`src/hdl/ics_pkg.sv`:
```
// shared constants and types for the streaming infix calculator
`timescale 1ns / 1ps

package ics_pkg;

  localparam int VALUE_WIDTH = 32;
  localparam int CNT_W = $clog2(VALUE_WIDTH);

  localparam logic [7:0] CH_PLUS   = 8'h2B;
  localparam logic [7:0] CH_MINUS  = 8'h2D;
  localparam logic [7:0] CH_TIMES  = 8'h2A;
  localparam logic [7:0] CH_DIVIDE = 8'h2F;
  localparam logic [7:0] CH_ZERO   = 8'h30;
  localparam logic [7:0] CH_NINE   = 8'h39;

  localparam logic [1:0] OP_PLUS   = 2'd0;
  localparam logic [1:0] OP_MINUS  = 2'd1;
  localparam logic [1:0] OP_TIMES  = 2'd2;
  localparam logic [1:0] OP_DIVIDE = 2'd3;

  typedef logic [VALUE_WIDTH-1:0] value_t;

  typedef struct packed {
    logic load;
    logic digit;
    logic add_term;
    logic start_mul;
    logic start_div;
    logic div_zero;
    logic write_term;
    logic finish;
    logic emit;
  } ics_cmd_t;

  typedef struct packed {
    logic       is_digit;
    logic       is_op;
    logic       last;
    logic [1:0] pend_op;
    logic       accum_zero;
    logic       unit_done;
    logic       out_full;
  } ics_stat_t;

endpackage

```
`src/hdl/ics_arith.sv`:
```
// shared iterative unit: shift-add multiply and restoring signed divide
`timescale 1ns / 1ps

module ics_arith (
  input  logic            clk,
  input  logic            rst,
  input  logic            start_mul,
  input  logic            start_div,
  input  ics_pkg::value_t a,
  input  ics_pkg::value_t b,
  output logic            done,
  output ics_pkg::value_t result
);
  import ics_pkg::*;

  logic             busy;
  logic [CNT_W-1:0] cnt;
  logic             is_div;
  logic             neg;
  value_t           acc;
  value_t           shf;
  value_t           opd;

  value_t                 mag_a;
  value_t                 mag_b;
  logic [VALUE_WIDTH:0]   rem_shift;
  logic [VALUE_WIDTH:0]   rem_diff;
  logic                   fits;

  assign mag_a = a[VALUE_WIDTH-1] ? (~a + 1'b1) : a;
  assign mag_b = b[VALUE_WIDTH-1] ? (~b + 1'b1) : b;

  // restoring step: bring down next dividend bit, subtract if it fits
  assign rem_shift = {acc, shf[VALUE_WIDTH-1]};
  assign rem_diff  = rem_shift - {1'b0, opd};
  assign fits      = !rem_diff[VALUE_WIDTH];

  always_ff @(posedge clk) begin
    if (rst) begin
      busy <= 1'b0;
      done <= 1'b0;
      cnt  <= '0;
    end else begin
      done <= 1'b0;
      if (start_mul || start_div) begin
        busy <= 1'b1;
        cnt  <= '0;
      end else if (busy) begin
        cnt <= cnt + 1'b1;
        if (cnt == CNT_W'(VALUE_WIDTH - 1)) begin
          busy <= 1'b0;
          done <= 1'b1;
        end
      end
    end
  end

  always_ff @(posedge clk) begin
    if (start_mul) begin
      is_div <= 1'b0;
      neg    <= 1'b0;
      acc    <= '0;
      shf    <= b;
      opd    <= a;
    end else if (start_div) begin
      is_div <= 1'b1;
      neg    <= a[VALUE_WIDTH-1] ^ b[VALUE_WIDTH-1];
      acc    <= '0;
      shf    <= mag_a;
      opd    <= mag_b;
    end else if (busy) begin
      if (is_div) begin
        acc <= fits ? rem_diff[VALUE_WIDTH-1:0] : rem_shift[VALUE_WIDTH-1:0];
        shf <= {shf[VALUE_WIDTH-2:0], fits};
      end else begin
        if (shf[0]) begin
          acc <= acc + opd;
        end
        shf <= shf >> 1;
        opd <= opd << 1;
      end
    end
  end

  always_comb begin
    if (is_div) begin
      result = neg ? (~shf + 1'b1) : shf;
    end else begin
      result = acc;
    end
  end

endmodule

```
`src/hdl/ics_ctrl.sv`:
```
// sequencing state machine for the calculator
`timescale 1ns / 1ps

module ics_ctrl (
  input  logic              clk,
  input  logic              rst,
  input  logic              in_valid,
  output logic              in_stall,
  input  ics_pkg::ics_stat_t stat,
  output ics_pkg::ics_cmd_t  cmd
);
  import ics_pkg::*;

  localparam logic [2:0] S_IDLE   = 3'd0;
  localparam logic [2:0] S_DECODE = 3'd1;
  localparam logic [2:0] S_APPLY  = 3'd2;
  localparam logic [2:0] S_WAIT   = 3'd3;
  localparam logic [2:0] S_FINISH = 3'd4;

  logic [2:0] state;
  logic [2:0] state_next;

  assign in_stall = (state != S_IDLE);

  always_ff @(posedge clk) begin
    if (rst) begin
      state <= S_IDLE;
    end else begin
      state <= state_next;
    end
  end

  always_comb begin
    cmd        = '0;
    state_next = state;
    unique case (state)
      S_IDLE: begin
        if (in_valid) begin
          cmd.load   = 1'b1;
          state_next = S_DECODE;
        end
      end
      S_DECODE: begin
        cmd.digit  = stat.is_digit;
        state_next = (stat.is_op || stat.last) ? S_APPLY : S_IDLE;
      end
      S_APPLY: begin
        unique case (stat.pend_op)
          OP_PLUS, OP_MINUS: begin
            cmd.add_term = 1'b1;
            state_next   = S_FINISH;
          end
          OP_TIMES: begin
            cmd.start_mul = 1'b1;
            state_next    = S_WAIT;
          end
          OP_DIVIDE: begin
            if (stat.accum_zero) begin
              cmd.div_zero = 1'b1;
              state_next   = S_FINISH;
            end else begin
              cmd.start_div = 1'b1;
              state_next    = S_WAIT;
            end
          end
          default: begin
            state_next = S_FINISH;
          end
        endcase
      end
      S_WAIT: begin
        if (stat.unit_done) begin
          cmd.write_term = 1'b1;
          state_next     = S_FINISH;
        end
      end
      S_FINISH: begin
        // for a final character, hold while the previous result is still waiting downstream
        if (!(stat.last && stat.out_full)) begin
          cmd.finish = 1'b1;
          cmd.emit   = stat.last;
          state_next = S_IDLE;
        end
      end
      default: begin
        state_next = S_IDLE;
      end
    endcase
  end

endmodule

```
`src/hdl/ics_dp.sv`:
```
// calculator datapath: character decode, term registers, output register
`timescale 1ns / 1ps

module ics_dp (
  input  logic               clk,
  input  logic               rst,
  input  logic [7:0]         char_code,
  input  logic               last_char,
  input  ics_pkg::ics_cmd_t  cmd,
  output ics_pkg::ics_stat_t stat,
  output logic               out_valid,
  input  logic               out_stall,
  output logic signed [31:0] total,
  output logic               div_error
);
  import ics_pkg::*;

  logic [7:0] char_reg;
  logic       last_reg;
  value_t     running_sum;
  value_t     pending_term;
  value_t     number_accum;
  logic [1:0] pending_op;
  logic       error_seen;

  logic       is_digit;
  logic       is_op;
  logic [1:0] op_code;
  value_t     digit_val;
  value_t     accum_next;
  value_t     sum_out;
  logic       unit_done;
  value_t     unit_result;

  assign is_digit  = (char_reg >= CH_ZERO) && (char_reg <= CH_NINE);
  assign digit_val = VALUE_WIDTH'(char_reg - CH_ZERO);
  // times ten as two shifts and an add
  assign accum_next = (number_accum << 3) + (number_accum << 1) + digit_val;
  assign sum_out    = running_sum + pending_term;

  always_comb begin
    is_op   = 1'b1;
    op_code = OP_PLUS;
    unique case (char_reg)
      CH_PLUS:   op_code = OP_PLUS;
      CH_MINUS:  op_code = OP_MINUS;
      CH_TIMES:  op_code = OP_TIMES;
      CH_DIVIDE: op_code = OP_DIVIDE;
      default:   is_op   = 1'b0;
    endcase
  end

  ics_arith u_arith (
    .clk       (clk),
    .rst       (rst),
    .start_mul (cmd.start_mul),
    .start_div (cmd.start_div),
    .a         (pending_term),
    .b         (number_accum),
    .done      (unit_done),
    .result    (unit_result)
  );

  always_ff @(posedge clk) begin
    if (cmd.load) begin
      char_reg <= char_code;
      last_reg <= last_char;
    end
  end

  always_ff @(posedge clk) begin
    if (rst) begin
      running_sum  <= '0;
      pending_term <= '0;
      number_accum <= '0;
      pending_op   <= OP_PLUS;
      error_seen   <= 1'b0;
    end else begin
      if (cmd.digit) begin
        number_accum <= accum_next;
      end
      if (cmd.add_term) begin
        running_sum  <= sum_out;
        pending_term <= (pending_op == OP_MINUS) ? (~number_accum + 1'b1) : number_accum;
      end
      if (cmd.div_zero) begin
        pending_term <= '0;
        error_seen   <= 1'b1;
      end
      if (cmd.write_term) begin
        pending_term <= unit_result;
      end
      if (cmd.finish) begin
        number_accum <= '0;
        if (is_op) begin
          pending_op <= op_code;
        end
      end
      // end of expression: back to the starting state
      if (cmd.emit) begin
        running_sum  <= '0;
        pending_term <= '0;
        number_accum <= '0;
        pending_op   <= OP_PLUS;
        error_seen   <= 1'b0;
      end
    end
  end

  always_ff @(posedge clk) begin
    if (rst) begin
      out_valid <= 1'b0;
    end else if (cmd.emit) begin
      out_valid <= 1'b1;
    end else if (!out_stall) begin
      out_valid <= 1'b0;
    end
  end

  always_ff @(posedge clk) begin
    if (cmd.emit) begin
      total     <= 32'(sum_out);
      div_error <= error_seen;
    end
  end

  always_comb begin
    stat            = '0;
    stat.is_digit   = is_digit;
    stat.is_op      = is_op;
    stat.last       = last_reg;
    stat.pend_op    = pending_op;
    stat.accum_zero = (number_accum == '0);
    stat.unit_done  = unit_done;
    stat.out_full   = out_valid && out_stall;
  end

endmodule

```
`src/hdl/infix_calculator_stream_top.sv`:
```
// top level of the streaming infix calculator
`timescale 1ns / 1ps

// Evaluates an expression of unsigned decimal numbers, spaces and + - * /
// fed one character per transaction; last_char marks the final character,
// and that transaction yields one result (total, div_error). A digit only
// extends the number being read, and an ignored character changes nothing.
// An operator, or the final character, applies the pending operator:
// + and - or a division by zero update the terms directly; * and / use the
// shared shift-add / restoring-divide unit that retires one bit per cycle.
// One result register sits at the output, so characters of the next
// expression are taken while a total waits; only a second final character
// waits for that register to drain. Division by zero gives a zero term and
// sets div_error; values wrap at VALUE_WIDTH bits and / truncates toward zero.
module infix_calculator_stream_top (
  input  logic               clk,
  input  logic               rst,
  input  logic               in_valid,
  output logic               in_stall,
  input  logic [7:0]         char_code,
  input  logic               last_char,
  output logic               out_valid,
  input  logic               out_stall,
  output logic signed [31:0] total,
  output logic               div_error
);
  import ics_pkg::*;

  ics_cmd_t  cmd;
  ics_stat_t stat;

  ics_ctrl u_ctrl (
    .clk      (clk),
    .rst      (rst),
    .in_valid (in_valid),
    .in_stall (in_stall),
    .stat     (stat),
    .cmd      (cmd)
  );

  ics_dp u_dp (
    .clk       (clk),
    .rst       (rst),
    .char_code (char_code),
    .last_char (last_char),
    .cmd       (cmd),
    .stat      (stat),
    .out_valid (out_valid),
    .out_stall (out_stall),
    .total     (total),
    .div_error (div_error)
  );

  // a new total never overwrites one that is still held
  a_no_overwrite: assert property (@(posedge clk) disable iff (rst)
    cmd.emit |-> !(out_valid && out_stall))
    else $error("result emitted while output register held");

  // the controller leaves idle right after taking a character
  a_busy_after_accept: assert property (@(posedge clk) disable iff (rst)
    (in_valid && !in_stall) |=> in_stall)
    else $error("input accepted twice in a row");

  // only one update of the open term per cycle
  a_one_term_update: assert property (@(posedge clk) disable iff (rst)
    $onehot0({cmd.add_term, cmd.start_mul, cmd.start_div, cmd.div_zero, cmd.write_term}))
    else $error("conflicting term commands");

  // emitting always closes the operator step
  a_emit_finishes: assert property (@(posedge clk) disable iff (rst)
    cmd.emit |-> cmd.finish)
    else $error("emit without finish");

endmodule

```
`config.mk`:
```
export PLATFORM = sky130hd
export DESIGN_NAME = infix_calculator_stream_top
export DESIGN_NICKNAME = d
export VERILOG_FILES = /design/src/hdl/ics_pkg.sv /design/src/hdl/ics_arith.sv /design/src/hdl/ics_ctrl.sv /design/src/hdl/ics_dp.sv /design/src/hdl/infix_calculator_stream_top.sv
export SDC_FILE = /design/constraint.sdc
export NUM_CORES = 1
export LEC_CHECK = 0
export ABC_AREA = 1
export CAP_MARGIN = 10
export CELL_PAD_IN_SITES_DETAIL_PLACEMENT = 1
export CELL_PAD_IN_SITES_GLOBAL_PLACEMENT = 1
export CORE_ASPECT_RATIO = 1.2
export CORE_UTILIZATION = 45
export CTS_BUF_LIST = sky130_fd_sc_hd__clkbuf_4 sky130_fd_sc_hd__clkbuf_8
export DETAILED_ROUTE_END_ITERATION = 7
export DONT_BUFFER_PORTS = 1
export PLACE_DENSITY = 0.88
export SYNTH_ARGS = -nofsm -noshare
export SYNTH_HDL_FRONTEND = slang
export SYNTH_SLANG_ARGS = --single-unit
```
`constraint.sdc`:
```
create_clock -name clk -period 10.8 [get_ports clk]
set_input_delay 2.16 -clock clk [delete_from_list [all_inputs] [get_ports clk]]
set_output_delay 2.16 -clock clk [all_outputs]
set_load 0.05 [all_outputs]
```
# Word level (Yosys, flattened, before mapping)
# Index checks and enable logic that the tools add are counted.
op_classes:
  n_eq_ne: 17
  n_bitwise: 5
  add_sub_neg: 10
  magnitude_cmp: 2
  mux: 47
  reduce_logical: 24
op_table:
  columns: ["cell", "count"]
  rows:
  - ["32-bit two-way mux", 19]
  - ["32-bit adder", 4]
  - ["32-bit by 1-bit adder with 32-bit output (second input constant)", 3]
  - ["32-bit NOT", 3]
  - ["33-bit by 32-bit subtractor with 33-bit output", 1]
  - ["8-bit by 6-bit == test with 1-bit output (second input constant)", 4]
  - ["32-bit zero test", 1]
  - ["1-bit two-way mux", 16]
  - ["3-bit one-hot mux with 5 select lines", 1]
  - ["3-bit two-way mux", 4]
  - ["3-bit one-hot mux with 3 select lines", 1]
  - ["3-bit nonzero test", 3]
  - ["8-bit by 6-bit subtractor with 9-bit output (second input constant)", 1]
  - ["8-bit by 6-bit >= comparator with 1-bit output (second input constant)", 1]
  - ["8-bit by 6-bit <= comparator with 1-bit output (second input constant)", 1]
  - ["2-bit two-way mux", 4]
  - ["2-bit OR reduction", 4]
  - ["3-bit by 2-bit == test with 1-bit output (second input constant)", 2]
  - ["2-bit one-hot mux with 3 select lines", 1]
  - ["2-bit AND reduction", 3]
  - ["3-bit OR reduction", 2]
  - ["5-bit by 1-bit adder with 5-bit output (second input constant)", 1]
  - ["5-bit == test (second input constant)", 1]
  - ["2-bit == test (second input constant)", 2]
  - ["17 further kinds", 22]
totals:
  in_bits: 13
  wordCells: 124
  output_inout_bits: 35
  ff_bits: 250

# Depth between registers and ports, before layout
# Gate-level depths: netlist of the first run.
logic_depth:
  depth_word: 7
  depth_mapped: 20

# Hierarchy
# From an unflattened synthesis of the first run, not the netlist that was laid out.
hier_totals:
  cells_unflattened: 4000
  area_unflattened_um2: 24751.2
modules_own_cells:
  columns: ["module", "area_each_um2", "n_inst", "cells_each", "seq_area_each_um2"]
  rows:
  - ["ics_arith", 13425.4, 1, 2282, 2742.6]
  - ["ics_dp", 11045.6, 1, 1669, 3263.1]
  - ["ics_ctrl", 280.3, 1, 49, 60.1]

# Worst setup path before layout of the first run
# No wires, ideal clock.
synth_path:
  kind: "input-to-reg"
  startpoint: "input out_stall"
  endpoint: "register u_dp.running_sum[12]"
  slack_ns: 5.922
  required_ns: 10.685
  arrival_ns: 4.763
  stages: 7
  cell_sequence: "a21oi_1 -> nor2_1 -> inv_2 -> buf_2 -> nor2_1 -> o21ai_0 -> inv_1"
synth_between:
  elab_chain_cells: 5
synth_rtl:
  columns: ["element", "line", "source"]
  rows:
  - ["from (decl)", "infix_calculator_stream_top.sv:23", "input logic out_stall,"]
  - ["1-bit logical AND", "ics_dp.sv:135", "stat.out_full = out_valid && out_stall;"]
  - ["1-bit logical AND", "ics_ctrl.sv:79", "if (!(stat.last && stat.out_full)) begin"]
  - ["2-bit two-way mux", "ics_ctrl.sv:79", null]
  - ["2-bit two-way mux", "ics_ctrl.sv:36", "unique case (state)"]
  - ["2-bit OR reduction (no source line)", null, null]
  - ["to (signal assigned)", "ics_dp.sv:83", "running_sum <= sum_out;"]
  - ["to (decl)", "ics_dp.sv:20", "value_t running_sum;"]
# Every way passes these cells.
# A chain may end at the register's enable or synchronous reset.

# Worst setup path after layout of the first run
layout_path:
  startpoint: "register u_dp.number_accum[0]"
  endpoint: "register u_dp.u_arith.shf[28] (enable)"
layout_between:
  elab_chain_cells: 5
layout_rtl:
  columns: ["element", "line", "source"]
  rows:
  - ["from (decl)", "ics_dp.sv:22", "value_t number_accum;"]
  - ["from (signal assigned)", "ics_dp.sv:80", "number_accum <= accum_next;"]
  - ["32-bit zero test", "ics_dp.sv:133", "stat.accum_zero = (number_accum == '0);"]
  - ["1-bit two-way mux", "ics_ctrl.sv:58", "if (stat.accum_zero) begin"]
  - ["2-bit two-way mux", "ics_ctrl.sv:48", "unique case (stat.pend_op)"]
  - ["4-bit two-way mux", "ics_ctrl.sv:36", null]
  - ["3-bit nonzero test (no source line)", null, null]
  - ["to (signal assigned)", "ics_arith.sv:69", "shf <= mag_a;"]
  - ["to (signal assigned)", "ics_arith.sv:74", "shf <= {shf[VALUE_WIDTH-2:0], fits};"]
  - ["to (signal assigned)", "ics_arith.sv:79", "shf <= shf >> 1;"]
  - ["to (decl)", "ics_arith.sv:21", "value_t shf;"]
# Every way passes these cells.

==> PnR_summary.wiki, run 1 <==
{| class="wikitable"
! Metric !! Value
|-
| Min-Delay Startpoint || u_dp.error_seen
|-
| Average wire per cell in the routed design || 21.3 um
|-
| RePlAce Congestion || 0.991
|-
| Count of hold buffers inserted by post-cts repair || 0
|-
| Reg-to-reg critical path endpoint || u_dp.u_arith.shf[28]
|-
| Final period demand of the worst path || 3880 ps
|-
| Number of rows in the core area || 90
|-
| Clk network pwr share || 40.7%
|-
| Inserted Clock Buffers || 45
|-
| Slack of the worst reg-to-reg path || 6920 ps
|-
| EDFF count, synth || 106
|-
| Die X || 209 um
|-
| Residual antenna-violating net count after detailed routing || 0
|-
| Count of cells resized by post-cts repair || 0
|-
| NumNets Final || 3,747
|-
| Number of cells on the worst hold path || 0
|-
| Clock sink count || 250
|-
| Cells after synthesis || 3,609
|-
| Synthesized area per cell || 6.43 sq um
|-
| DRC violation count after routing || 0
|-
| Sort of element at the end of the critical path || flip-flop
|-
| HPWL after DPL || 71,100 um
|-
| Worst supply voltage drop on vdd || 0.0832 mV
|-
| Portion of the clock cycle consumed by the worst path in the final layout || 36.0%
|-
| Sequential Power Share || 38.7%
|-
| Leakage || 12.1 nW
|-
| Maximum buffer depth of the clock tree || 3
|-
| Worst Hold End || u_dp.div_error
|-
| Commonest register cell after synthesis || sky130_fd_sc_hd__dfxtp_1
|-
| Net Sw Frac || 33.1%
|-
| CP Class || reg2reg
|-
| Cell taking the most area after synthesis || sky130_fd_sc_hd__nand2_1
|-
| Internal || 1.84 mW
|-
| Net count of the mapped netlist || 3,787
|-
| Number of max-cap violations || 0
|-
| Starting density of the core || 45.9%
|-
| Total global-route track usage || 34.5%
|-
| Synthesized area || 23,200 sq um
|-
| Final number of hold-violating endpoints || 0
|-
| # H-tree levels || 2
|-
| Post-route total power || 2.75 mW
|-
| Distinct cell type count of the synthesized netlist || 57
|-
| Iteration-0 DRC Markers || 1,990
|-
| Length of the first detailed-routing pass in iterations || 6
|-
| Maximum net fanout on the critical path || 51
|-
| Final worst clock skew || 52.2 ps
|-
| Share of the synthesized area in the top cell type || 14.6%
|-
| DRT Wirelength || 90,500 um
|-
| Final setup violation count || 0
|-
| Clock slew at the register clock pins of the worst setup and hold paths || 60 ps
|-
| Worst reg2reg path startpoint || u_dp.number_accum[0]
|-
| Peak Freq || 257 MHz
|-
| Cell Pwr Density || 111 nW/um^2
|-
| I/O pin total || 48
|-
| Area Overhead vs Synth || 6.98%
|-
| Buffers added on ports || 0
|-
| Root Buffer Master || sky130_fd_sc_hd__clkbuf_8
|-
| Final setup TNS || 0 ps
|-
| Logic gate share of total power || 20.6%
|-
| Ranking of synthesized cells by area || sky130_fd_sc_hd__nand2_1 (15%), sky130_fd_sc_hd__edfxtp_1 (14%), sky130_fd_sc_hd__dfxtp_1 (12%), sky130_fd_sc_hd__inv_1 (8.4%), sky130_fd_sc_hd__ha_1 (7.2%)
|-
| Number of global-route vias before repair || 25,400
|-
| Status || completed
|-
| Critical path launch point type || flip-flop
|-
| Max Slew Vio Count || 0
|-
| Number of storage elements in the synthesis netlist || 250
|-
| CP required || 11,140 ps
|-
| Buffer count from post-CTS setup fixing || 0
|-
| Largest net degree at the start of global routing || 81
|-
| Die Ht || 251 um
|-
| TritonCTS clock tree || built
|-
| Number of warnings printed during yosys synthesis || 0
|-
| Worst hold-check path type || reg2reg
|-
| Unrepaired setup endpoints after global routing || no
|-
| Die area || 52,500 sq um
|-
| Switching power of the nets || 909 uW
|-
| Most common cell in the synthesized netlist || sky130_fd_sc_hd__nand2_1
|-
| Wire length of the first global-routing pass || 141,000 um
|-
| Via count of the routed design || 24,900
|-
| Async set or reset register ratio after synthesis || 0%
|-
| Routed via count divided by cell count || 5.85
|-
| Core footprint || 50,600 sq um
|-
| Most frequent cells after synthesis || sky130_fd_sc_hd__nand2_1 (901), sky130_fd_sc_hd__inv_1 (518), sky130_fd_sc_hd__nor2_1 (348)
|-
| Number of fill cells || 6,898
|-
| Clock latency of the later-clocked register in the worst-skew pair || 660 ps
|-
| Initial antenna violation count || 2
|-
| Relative slew slack || 27.5%
|-
| Measured slew at the worst slew-check pin || 1080 ps
|-
| Sequential cell area fraction in the yosys report || 26.2%
|-
| Arrival time at the worst endpoint || 4220 ps
|-
| Reg2reg path depth || 11
|-
| Grt ovf || 0
|-
| Layout cells sized above 1 || 5.19%
|}
## power groups by stage
stage	Clock [mW]	Combinational, mW	Sequential, mW
2_1_floorplan	0	0.394	1.06
3_3_place_gp	0	0.531	1.08
3_5_place_dp	0	0.548	1.08
4_1_cts	1.13	0.556	1.06
5_1_grt	1.16	0.620	1.06
6_report	1.12	0.566	1.06
## cell usage in the layout (no fill, tap or decap), types with 27 or more instances in the layout
cell type | netlist | layout
sky130_fd_sc_hd__nand2_1 | 901 | 900
sky130_fd_sc_hd__inv_1 | 518 | 517
sky130_fd_sc_hd__nor2_1 | 348 | 346
sky130_fd_sc_hd__o21ai_0 | 291 | 290
sky130_fd_sc_hd__a21oi_1 | 274 | 273
sky130_fd_sc_hd__nand3_1 | 244 | 244
sky130_fd_sc_hd__dfxtp_1 | 144 | 143
sky130_fd_sc_hd__ha_1 | 133 | 133
sky130_fd_sc_hd__edfxtp_1 | 106 | 106
sky130_fd_sc_hd__xor2_1 | 78 | 78
sky130_fd_sc_hd__o211ai_1 | 75 | 75
sky130_fd_sc_hd__clkbuf_8 | 0 | 53
sky130_fd_sc_hd__nand4_1 | 49 | 49
sky130_fd_sc_hd__nor3_1 | 43 | 43
sky130_fd_sc_hd__o21ai_1 | 34 | 34
sky130_fd_sc_hd__fa_1 | 32 | 32
sky130_fd_sc_hd__xnor2_1 | 27 | 27
## cell families after synthesis
group / count (synthesis) / synth area share, %
fa+ha+maj: 165 / 9.94
buf+inv: 653 / 10.9
flops: 250 / 26.2
simple gates: 1653 / 30.0
xor+xnor: 105 / 3.97
compound gates: 783 / 19.0
## metal layers
layer  wire length (um)  vias to the layer above  part of all wire [%]  GRT usage (%)
li1                   -                    11800                     -              -
met1              36900                    12100                    41           41.8
met2              43200                      794                    48           59.0
met3               4840                      218                   5.3           4.10
met4               5450                        2                   6.0           19.7
met5                 13                        -                 0.014              0
## layout make-up
type | instances | area [sq um] | area share, %
Timing Repair Buffer | 21 | 158 | 0.635
Tap cell | 644 | 806 | 3.25
Clock inverter | 19 | 272 | 1.09
Sequential cell | 250 | 6070 | 24.5
Clock buffer | 65 | 820 | 3.30
Inverter | 545 | 2050 | 8.25
Multi-Input combinational cell | 2706 | 14600 | 59.0
Antenna cell | 2 | 5.00 | 0.0202
## critical path, stage by stage (launching register included)
cell,delay [ps]
sky130_fd_sc_hd__dfxtp_1,400
sky130_fd_sc_hd__inv_1,210
sky130_fd_sc_hd__ha_1,250
sky130_fd_sc_hd__nand3_2,140
sky130_fd_sc_hd__nor2_4,210
sky130_fd_sc_hd__nand4_1,180
sky130_fd_sc_hd__nand3_2,100
sky130_fd_sc_hd__buf_4,470
sky130_fd_sc_hd__nand2_2,550
sky130_fd_sc_hd__inv_2,640
sky130_fd_sc_hd__nand2_1,100
sky130_fd_sc_hd__buf_4,290
## metrics by stage
step / utilization (%) / area, sq um / hold slack [ps] / setup slack (ps) / cells
after CTS: 49.1 / 24800 / 440 / 6920 / 4250
after global routing: 49.1 / 24800 / 457 / 6580 / 4251
after detailed placement: 46.9 / 23700 / 425 / 6740 / 4166
after global placement: 46.9 / 23700 / 434 / 6830 / 4166
final: 49.1 / 24800 / 450 / 6920 / 4252
after floorplan: - / 23200 / 408 / 5920 / 3609
## how the worst max path moves through the flow
stage | startpoint | slack, ps | cells after the start | end
finish | u_dp.number_accum[0] | 6920 | 11 | u_dp.u_arith.shf[28]
global route | u_dp.char_reg[4] | 6580 | 16 | u_dp.number_accum[28]
CTS | u_dp.number_accum[0] | 6920 | 11 | u_dp.u_arith.shf[1]
detailed placement | out_stall | 6740 | 8 | u_dp.running_sum[5]
global placement | out_stall | 6830 | 8 | u_dp.running_sum[25]
floorplan | out_stall | 5920 | 7 | u_dp.running_sum[12]
Note: power is estimated with default switching activity, not from simulation.
==> run 2: changes to the inputs <==
--- a/config.mk
+++ b/config.mk
@@ -5,7 +5,7 @@
 export SDC_FILE = /design/constraint.sdc
 export NUM_CORES = 1
 export LEC_CHECK = 0
-export ABC_AREA = 1
+export ABC_AREA = 0
 export CAP_MARGIN = 10
 export CELL_PAD_IN_SITES_DETAIL_PLACEMENT = 1
 export CELL_PAD_IN_SITES_GLOBAL_PLACEMENT = 1
@@ -14,7 +14,7 @@
 export CTS_BUF_LIST = sky130_fd_sc_hd__clkbuf_4 sky130_fd_sc_hd__clkbuf_8
 export DETAILED_ROUTE_END_ITERATION = 7
 export DONT_BUFFER_PORTS = 1
-export PLACE_DENSITY = 0.88
+export PLACE_DENSITY = 0.84
 export SYNTH_ARGS = -nofsm -noshare
 export SYNTH_HDL_FRONTEND = slang
 export SYNTH_SLANG_ARGS = --single-unit
==> constraint.sdc (replaced) <==
create_clock -name clk -period 3.7 [get_ports clk]
set_input_delay 0.74 -clock clk [delete_from_list [all_inputs] [get_ports clk]]
set_output_delay 0.74 -clock clk [all_outputs]
set_load 0.05 [all_outputs]
==> run 2 against run 1 <==
Effect of this change: the run now ends with negative setup slack left; final cell count is 24% lower; die area is 11% lower; sequential power grew to 2.9 times the previous value; hold slack worse by 250 ps; register-to-register slack worse by 7400 ps; power grew to 2.9 times the previous value.
==> PnR_summary.wiki, run 2 <==
{| class="wikitable"
! Metric !! Value
|-
| Reg2reg path depth || 16
|-
| Final cell count without fillers || 3,244
|-
| Slowest Stage Delay on Critical Path || 590 ps
|-
| Maximum net fanout on the critical path || 4
|-
| Measured slew at the worst slew-check pin || 1070 ps
|-
| Routed via count divided by cell count || 6.37
|-
| Clock slew at the register clock pins of the worst setup and hold paths || 60 ps
|-
| Unrepaired setup endpoints after global routing || yes
|-
| Cells after synthesis || 2,489
|-
| Cell taking the most area after synthesis || sky130_fd_sc_hd__edfxtp_1
|-
| CP Class || reg2reg
|-
| DRC violation count after routing || 0
|-
| Arrival time at the worst endpoint || 4720 ps
|-
| Net count of the mapped netlist || 2,667
|-
| Final number of hold-violating endpoints || 0
|-
| Die area || 46,600 sq um
|-
| Wire length of the first global-routing pass || 118,000 um
|-
| Die X || 197 um
|-
| Core footprint || 45,000 sq um
|-
| Number of warnings printed during yosys synthesis || 0
|-
| Commonest register cell after synthesis || sky130_fd_sc_hd__dfxtp_1
|-
| Source of the critical timing path || u_dp.char_reg[5]
|-
| Final cell utilization of the core || 53.7%
|-
| Final period demand of the worst path || 4220 ps
|-
| Final setup TNS || -5030 ps
|-
| Post-route worst setup slack || -518 ps
|-
| Synthesized area || 20,600 sq um
|-
| Cell Pwr Density || 331 nW/um^2
|-
| Initial antenna violation count || 1
|-
| Worst supply voltage drop on vdd || 0.352 mV
|-
| Ranking of synthesized cells by area || sky130_fd_sc_hd__edfxtp_1 (15%), sky130_fd_sc_hd__dfxtp_1 (14%), sky130_fd_sc_hd__ha_1 (8.1%), sky130_fd_sc_hd__a21oi_1 (5.9%), sky130_fd_sc_hd__xnor2_1 (5.8%)
|-
| # H-tree levels || 2
|-
| Status || complete, but fails checks
|-
| Clock latency of the later-clocked register in the worst-skew pair || 620 ps
|-
| Most used cells in the layout excluding fill and tap cells || sky130_fd_sc_hd__nand2_1 (310), sky130_fd_sc_hd__a21oi_1 (220), sky130_fd_sc_hd__o21ai_0 (213)
|-
| Buffers added on ports || 0
|-
| Worst hold-check path type || in2reg
|-
| Average wire per cell in the routed design || 24.6 um
|-
| Starting density of the core || 45.7%
|-
| Grt ovf || 0
|-
| Sort of element at the end of the critical path || flip-flop
|-
| Number of rows in the core area || 85
|-
| Number of storage elements in the synthesis netlist || 250
|-
| Iteration-0 DRC Markers || 1,470
|-
| RePlAce Congestion || 0.927
|-
| Critical Path End || u_dp.number_accum[29]
|-
| GR Util met3 || 3.85%
|-
| NumNets Final || 2,778
|-
| Failing checks || negative setup slack
|-
| Sequential cell area fraction in the yosys report || 29.5%
|-
| Cell count after placement || 3,114
|-
| I/O pin total || 48
|-
| Share of the synthesized area in the top cell type || 15.5%
|-
| Slack of the worst reg-to-reg path || -520 ps
|-
| CP required || 4210 ps
|-
| Die Ht || 236 um
|-
| Slowest cell on the critical path || sky130_fd_sc_hd__fa_1
|-
| Crit path cell chain || ha_2 -> buf_6 -> xor2_2 -> fa_1 -> inv_2 -> ha_4 -> nand4b_1 -> a311oi_2 -> o211ai_1 -> buf_4 -> a211oi_4 -> nor2_4 -> o31ai_4 -> nand2_1 -> or3_1 -> a31oi_1
|-
| Peak Freq || 237 MHz
|-
| Via count of the routed design || 20,700
|-
| Met1 GRT Util || 37.1%
|-
| GRT Max-Usage Layer || met2
|-
| Async set or reset register ratio after synthesis || 0%
|-
| Leakage || 10.1 nW
|-
| Most common cell in the synthesized netlist || sky130_fd_sc_hd__nand2_1
|-
| Worst reg2reg path startpoint || u_dp.char_reg[5]
|-
| Final setup violation count || 18
|-
| EDFF count, synth || 106
|-
| Relative slew slack || 28.6%
|-
| TritonCTS clock tree || built
|-
| Root Buffer Master || sky130_fd_sc_hd__clkbuf_8
|-
| Placement-stage worst setup slack || -429 ps
|-
| Count of hold buffers inserted by post-cts repair || 0
|-
| HPWL after DPL || 53,500 um
|-
| Maximum buffer depth of the clock tree || 3
|-
| Area Overhead vs Synth || 17.4%
|-
| Critical path launch point type || flip-flop
|-
| Total global-route track usage || 32.0%
|-
| Most frequent cells after synthesis || sky130_fd_sc_hd__nand2_1 (310), sky130_fd_sc_hd__a21oi_1 (242), sky130_fd_sc_hd__o21ai_0 (227)
|-
| Number of fill cells || 5,206
|-
| Inserted Clock Buffers || 44
|-
| Largest net degree at the start of global routing || 93
|-
| Portion of the clock cycle consumed by the worst path in the final layout || 114%
|-
| Length of the first detailed-routing pass in iterations || 5
|-
| Residual antenna-violating net count after detailed routing || 0
|-
| Reg-to-reg critical path endpoint || u_dp.number_accum[29]
|-
| Max Slew Vio Count || 0
|-
| Number of max-cap violations || 0
|-
| Number of global-route vias before repair || 21,600
|-
| Clock sink count || 250
|-
| Final worst clock skew || 51.7 ps
|-
| Distinct cell type count of the synthesized netlist || 96
|-
| Layout cells sized above 1 || 16.3%
|-
| DRT Wirelength || 79,900 um
|-
| Synthesized area per cell || 8.26 sq um
|-
| Met2 global-route usage || 57.1%
|-
| Most common library cell in the layout ignoring fill and taps || sky130_fd_sc_hd__nand2_1
|}
==> run 2: worst max-delay path: cells and delay by family, from the launching register on <==
kind | cells | cell delay, ps
xor gates and xnor gates | 1 | 150
adders and majority gates | 3 | 1130
buffers and inverters | 3 | 370
DFF | 1 | 430
AOI/OAI and AO/OA | 5 | 1240
and+or+nand+nor | 4 | 800
==> run 2: area by class of cell <==
cell class | count | area, sq um | share of cell area (%)
Antenna cell | 1 | 2.50 | 0.0104
Multi-Input combinational cell | 2010 | 14200 | 58.9
Inverter | 86 | 327 | 1.35
Tap cell | 609 | 762 | 3.15
Clock inverter | 17 | 229 | 0.948
Sequential cell | 250 | 6070 | 25.1
Clock buffer | 63 | 786 | 3.25
Timing Repair Buffer | 208 | 1760 | 7.29
==> run 2: kinds of logic (layout without fill, tap and decap cells) <==
logic type / count (synthesis) / in the layout / synth area share [%]
mux: 64 / 64 / 3.22
xor+xnor: 225 / 225 / 9.65
flops: 250 / 250 / 29.5
simple gates: 715 / 715 / 16.3
other cells: 0 / 1 / 0
buf+inv: 229 / 374 / 4.56
compound gates: 841 / 841 / 25.6
fa+ha+maj: 165 / 165 / 11.2
==> run 2: power breakdown <==
group / switching, mW / internal (mW)
clock network: 1.29 / 1.78
logic: 1.03 / 0.809
registers: 0.141 / 2.94
==> run 2: routing by layer <==
metal / routed length [um] / vias up
met3: 4810 / 303
met1: 30700 / 10300
met4: 5270 / 0
met2: 39100 / 843
met5: 0 / -
li1: - / 9267
==> run 2: worst min path at each step <==
stage | startpoint | end | depth (start not counted)
6_report | rst | u_ctrl.state[1] | 1
5_1_grt | rst | u_ctrl.state[1] | 1
4_1_cts | rst | u_ctrl.state[1] | 1
3_5_place_dp | u_dp.error_seen | u_dp.div_error | 0
3_3_place_gp | u_dp.error_seen | u_dp.div_error | 0
2_1_floorplan | u_dp.error_seen | u_dp.div_error | 0
==> run 2: what timing repair did <==
item	in CTS	in global routing
setup buffers	24	25
pin swaps	37	44
setup endpoints to repair	39	123
endpoints found under the hold margin	0	0
gates resized for setup	35	70
cloned	0	0
==> run 2: per-stage QoR <==
| stage | hold WS [ps] | total power [mW] | cell area [sq um] |
|---|---|---|---|
| after floorplan | 409 | 4.28 | 20700 |
| after global placement | 424 | 4.72 | 22200 |
| after detailed placement | 432 | 4.81 | 22200 |
| after CTS | 184 | 7.87 | 23600 |
| after global routing | 188 | 8.27 | 24200 |
| final | 197 | 7.99 | 24200 |
